--- src/rtl/iis_pkg.sv ---
// ----------------------------------------------------------------------------
// Integral image stream package
// Field widths, register indexes and shared types of the integral image block.
// ----------------------------------------------------------------------------
package iis_pkg;

  localparam int PIXEL_W    = 8;
  localparam int SUM_W      = 28;
  localparam int CFG_W      = 11;
  localparam int CFG_IDX_W  = 2;

  localparam logic [CFG_W-1:0] WIDTH_RESET  = 11'd640;
  localparam logic [CFG_W-1:0] HEIGHT_RESET = 11'd480;

  typedef enum logic [CFG_IDX_W-1:0] {
    REG_IMAGE_WIDTH  = 2'd0,
    REG_IMAGE_HEIGHT = 2'd1
  } cfg_reg_t;

  typedef struct packed {
    logic first_row;
    logic row_end;
    logic frame_end;
  } raster_flags_t;

endpackage

--- src/rtl/iis_raster.sv ---
// ----------------------------------------------------------------------------
// Integral image raster position
// Column and row counters of the pixel stream with end-of-row and end-of-frame
// flags, checked against the clamped image width and height.
// ----------------------------------------------------------------------------
module iis_raster #(
  parameter int MAX_WIDTH  = 1024,
  parameter int MAX_HEIGHT = 1024
) (
  input  logic                             clk,
  input  logic                             rst_n,
  input  logic                             advance,
  input  logic [iis_pkg::CFG_W-1:0]        width_cfg,
  input  logic [iis_pkg::CFG_W-1:0]        height_cfg,
  output logic [$clog2(MAX_WIDTH)-1:0]     col,
  output iis_pkg::raster_flags_t           flags
);
  import iis_pkg::*;

  localparam int CW  = $clog2(MAX_WIDTH);
  localparam int RW  = $clog2(MAX_HEIGHT);
  localparam int WCW = (CW + 1 > CFG_W) ? CW + 1 : CFG_W;
  localparam int HCW = (RW + 1 > CFG_W) ? RW + 1 : CFG_W;

  logic [CW-1:0]  col_r, col_nxt;
  logic [RW-1:0]  row_r, row_nxt;
  logic [WCW-1:0] width_eff;
  logic [HCW-1:0] height_eff;
  logic           last_col;
  logic           last_row;

  always_comb begin
    if (width_cfg == '0) begin
      width_eff = WCW'(1);
    end else if (WCW'(width_cfg) > WCW'(MAX_WIDTH)) begin
      width_eff = WCW'(MAX_WIDTH);
    end else begin
      width_eff = WCW'(width_cfg);
    end
    if (height_cfg == '0) begin
      height_eff = HCW'(1);
    end else if (HCW'(height_cfg) > HCW'(MAX_HEIGHT)) begin
      height_eff = HCW'(MAX_HEIGHT);
    end else begin
      height_eff = HCW'(height_cfg);
    end
  end

  assign last_col = (WCW'(col_r) + WCW'(1)) >= width_eff;
  assign last_row = (HCW'(row_r) + HCW'(1)) >= height_eff;

  always_comb begin
    col_nxt = col_r;
    row_nxt = row_r;
    if (advance) begin
      if (last_col) begin
        col_nxt = '0;
        row_nxt = last_row ? '0 : row_r + 1'b1;
      end else begin
        col_nxt = col_r + 1'b1;
      end
    end
  end

  always_ff @(posedge clk) begin
    if (!rst_n) begin
      col_r <= '0;
      row_r <= '0;
    end else begin
      col_r <= col_nxt;
      row_r <= row_nxt;
    end
  end

  assign col             = col_r;
  assign flags.first_row = (row_r == '0);
  assign flags.row_end   = last_col;
  assign flags.frame_end = last_col && last_row;

endmodule

--- config.mk ---
export PLATFORM = sky130hd
export DESIGN_NAME = iis_raster
export DESIGN_NICKNAME = d
export VERILOG_FILES = /design/src/rtl/iis_pkg.sv /design/src/rtl/iis_raster.sv
export SDC_FILE = /design/constraint.sdc
export NUM_CORES = 1
export LEC_CHECK = 0
export BUFFER_PORTS_ARGS = -buffer_cell sky130_fd_sc_hd__buf_2
export CAP_MARGIN = 20
export CORE_UTILIZATION = 30
export CTS_BUF_LIST = sky130_fd_sc_hd__clkbuf_16
export CTS_CLUSTER_SIZE = 25
export DETAILED_ROUTE_END_ITERATION = 16
export MAX_ROUTING_LAYER = met4
export PLACE_DENSITY_LB_ADDON = 0.15
export SETUP_SLACK_MARGIN = 0.3
export SLEW_MARGIN = 15
export SYNTH_ARGS = -nofsm -noshare
export SYNTH_HDL_FRONTEND = slang
export SYNTH_SLANG_ARGS = --single-unit
export TNS_END_PERCENT = 10
--- constraint.sdc ---
create_clock -name clk -period 3.2 [get_ports clk]
set_input_delay 0.32 -clock clk [delete_from_list [all_inputs] [get_ports clk]]
set_output_delay 0.32 -clock clk [all_outputs]
set_load 0.01 [all_outputs]
==> metrics.log <==
[metrics] status: complete, no violations
[metrics] overall power consumption: 617.4 uW
[metrics] achievable frequency: 337.4 MHz
[metrics] period utilization: 0.9263
[metrics] aggregate negative setup slack: 0 ns
[metrics] maximum buffer depth of the clock tree: 2
[metrics] clock slew seen by the registers of the worst setup and hold paths: 0.06 ns
[metrics] critical path start-end classification: flip-flop to output pin
[metrics] io pins: 38
[metrics] layout cell share with drive strength beyond 1: 0.2979
[metrics] residual DRC count: 0
[metrics] drt initial violations: 102
[metrics] power density relative to cell area: 256.9 mW/mm2
[metrics] number of inserted diodes: 0
[metrics] Reg power frac: 0.413
[metrics] Area Growth Syn to Fin: 26.55%
[metrics] headroom to the max-slew limit: 0.5900
[metrics] RSZ-0062 raised after global routing: yes
[metrics] area of all placed cells without fillers: 0.002404 mm2
[metrics] ordered cell list for the critical path: and3_4, and3_4, and3_4, xor2_1, ha_1, and3_4, a221o_1, a41oi_2, o21ai_2, buf_4, buf_6
[metrics] via count: 1,823
[metrics] initial core utilization: 0.3152
[metrics] Hold Violations, Final: 0
[metrics] GRT Resource Usage Total: 0.1503
[metrics] buffer and inverter count on the worst path: 2
[metrics] overall die area: 0.006654 mm2
[metrics] power dissipated by switching net loads: 152.0 uW
[metrics] synthesis-stage register bit count: 20
[metrics] clock tree root driver cell: clkbuf_16
[metrics] critical path endpoint category: output pin
[metrics] number of enable-type register cells in the synthesized netlist: 0
[metrics] total nets after synthesis: 288
[metrics] Overflow after GRT: 0
[metrics] class of the most critical hold timing path: primary input to flip-flop
[metrics] average cell area after synthesis: 7.980 um2
[metrics] clk_lat worst skew: 0.25 ns
[metrics] async set or reset register ratio after synthesis: 0
[metrics] setup clock skew after layout: 0.003408 ns
[metrics] TritonCTS clock tree: done
[metrics] number of antenna violations at the first check in global routing: 0
[metrics] number of sinks driven by the clock tree: 20
[metrics] most frequent cell on the critical path: and3_4
[metrics] post-layout minimum cycle time: 2.964 ns
[metrics] die extent in y: 81.57 um
[metrics] leading area contributor after synthesis: dfxtp_1
[metrics] Int Power: 465.5 uW
[metrics] cell type group with the largest total delay on the critical path: simple AND/OR/NAND/NOR gates
[metrics] sequential area share after synthesis: 0.2108
[metrics] max-cap violations: 0
[metrics] remaining antenna violation count: 0
[metrics] number of unique standard cell types used by synthesis: 46
[metrics] CTS Hold Bufs: 0
[metrics] IO buf count: 37
[metrics] cell count after synthesis: 238
[metrics] Finished Core Util: 0.3989
[metrics] core area: 0.006026 mm2
[metrics] Critical Path Max Stage Delay: 0.37 ns
[metrics] detailed-router iteration count before antenna repair: 4
[metrics] switching part of the total: 0.2461
[metrics] standard-cell rows: 28
[metrics] static power due to leakage: 0.001109 uW
[metrics] Avg Vias per Cell: 5.106
[metrics] Synth Flop Type: dfxtp_1
[metrics] number of global-route vias before repair: 1,562
[metrics] H-tree levels: 1
[metrics] Final Wtd Congestion: 0.7882
[metrics] category of the worst setup path launch point: flip-flop
[metrics] die width: 81.57 um
[metrics] final net count: 334
[metrics] largest fanout on the critical path: 4
[metrics] worst supply voltage drop on vdd: 0.0002029 V
[metrics] Place WS: 0.1853 ns
[metrics] sum of net half-perimeters after detailed placement: 3.403 mm
[metrics] Final setup violation count: 0
[metrics] synth top area cells: dfxtp_1, ha_1, nand2_1, xor2_1, a21oi_1
[metrics] placed cell area: 0.002158 mm2
[metrics] clock share of power: 0.408
[metrics] global-route wire length before repair: 7.521 mm
[metrics] standard cell with the maximum stage delay on the critical path: dfxtp_4
[metrics] post-route worst setup slack: 0.2358 ns
[metrics] required time of the critical path: 2.88 ns
[metrics] maximum number of pins on one net before global-route repair: 38
[metrics] number of buffers inserted during clock tree synthesis: 3
[metrics] number of pins with negative max-slew slack in the final report: 0
[metrics] worst slew pin tran: 0.6150 ns
[metrics] share of the synthesized area in the top cell type: 0.2108
[metrics] post-synthesis instance area: 0.001899 mm2
[metrics] wire length per cell after detailed routing: 13.15 um
[metrics] arrival time at the worst endpoint: 2.64 ns
[metrics] wire length reported by the detailed router: 4.696 mm
[metrics] Comb pwr share: 0.178
[metrics] number of warnings issued by yosys: 0
cell usage after synthesis (2+ instances only):
master and count:
and2_1 3, o21a_1 5, nor2_1 7, ha_1 25, nand3_1 7, and2b_1 3, and3_1 11, a21o_1 3
nor4_1 7, nor2b_1 5, nand4b_1 6, o21ai_0 4, a31o_2 6, clkinv_1 3, inv_1 6, or3b_2 2
a21oi_1 14, o22ai_1 4, nand2_1 36, dfxtp_1 20, nor3_1 3, nand3b_1 9, a31oi_1 2, xor2_1 9
nand4_1 2, clkbuf_1 7, a21boi_1 3, mux2i_1 2, xnor2_1 7
cell families after synthesis:
family | Yosys count | share of synthesized area
flops | 20 | 0.2108
compound gates | 49 | 0.1798
mux | 3 | 0.01647
fa+ha+maj | 25 | 0.1647
xor+xnor | 16 | 0.07378
buf+inv | 19 | 0.04414
simple gates | 106 | 0.3103
stage by stage:
step | hold slack [ns] | std cells
6_report | 0.5230 | 357
5_1_grt | 0.5320 | 357
4_1_cts | 0.5203 | 357
3_5_place_dp | 0.5520 | 344
3_3_place_gp | 0.5469 | 344
2_1_floorplan | 0.5105 | 238
state kept, by name, indices dropped and copies added (netlist names):
name / cells
row_r: 10
col: 10
per-layer routing:
metal,global-route usage,up-vias,wire length (um)
met5,-,-,0
met4,0.02105,0,17
met3,0.02667,2,163
met2,0.2208,31,2102
met1,0.2170,833,2413
li1,-,957,-
cells in the final DEF, fill, tap and decap left out, types with 7 or more instances in the layout:
cell type,synthesis,routed
nand2_1,36,36
buf_2,1,36
ha_1,25,23
dfxtp_1,20,14
buf_4,1,14
a21oi_1,14,13
nand3b_1,9,9
xor2_1,9,8
nor4_1,7,7
nor2_1,7,7
and3_1,11,7
xnor2_1,7,7
worst register-to-register path, stage by stage (launching register included):
cell and delay [ns]:
dfxtp_4 0.37, and3_4 0.18, and3_4 0.18, and3_4 0.21
xor2_1 0.15, ha_1 0.27, and3_4 0.16, a221o_1 0.30
a41oi_2 0.22, o21ai_2 0.09, buf_4 0.15, buf_4 0.12
buf_4 0.16, nor3_1 0.14, o21a_1 0.14
power by group through the flow:
stage                     combinational, uW  sequential, uW  clock, uW
after floorplan                        59.2             261          0
after global placement                 96.3             260          0
after detailed placement               96.7             260          0
after CTS                               109             255        266
after global routing                    124             255        277
final                                   110             255        252
layout make-up:
cell class	count	area, um2
Tap cell	75	93.84
Clock buffer	3	75.07
Fill cell	637	3622
Inverter	9	33.78
Timing Repair Buffer	51	296.5
Multi-Input combinational cell	199	1491
Sequential cell	20	412.9
final timing paths:
| check | from | to | slack [ns] | cells past startpoint |
|---|---|---|---|---|
| setup / recovery | col[1] | flags[1] | 0.24 | 11 |
| hold / removal | advance | col[9] | 0.52 | 2 |
| setup reg to reg | col[1] | col[0] | 0.29 | 14 |
| hold reg to reg | row_r[2] | row_r[2] | 0.53 | 2 |
what timing repair did:
item / in CTS / in global routing
resized for setup: 14 / 10
endpoints found under the setup margin: 13 / 21
endpoints found under the hold margin: 0 / 0
pin swaps: 8 / 0
buffers inserted: 10 / 0
(Power assumes the default switching activity.)
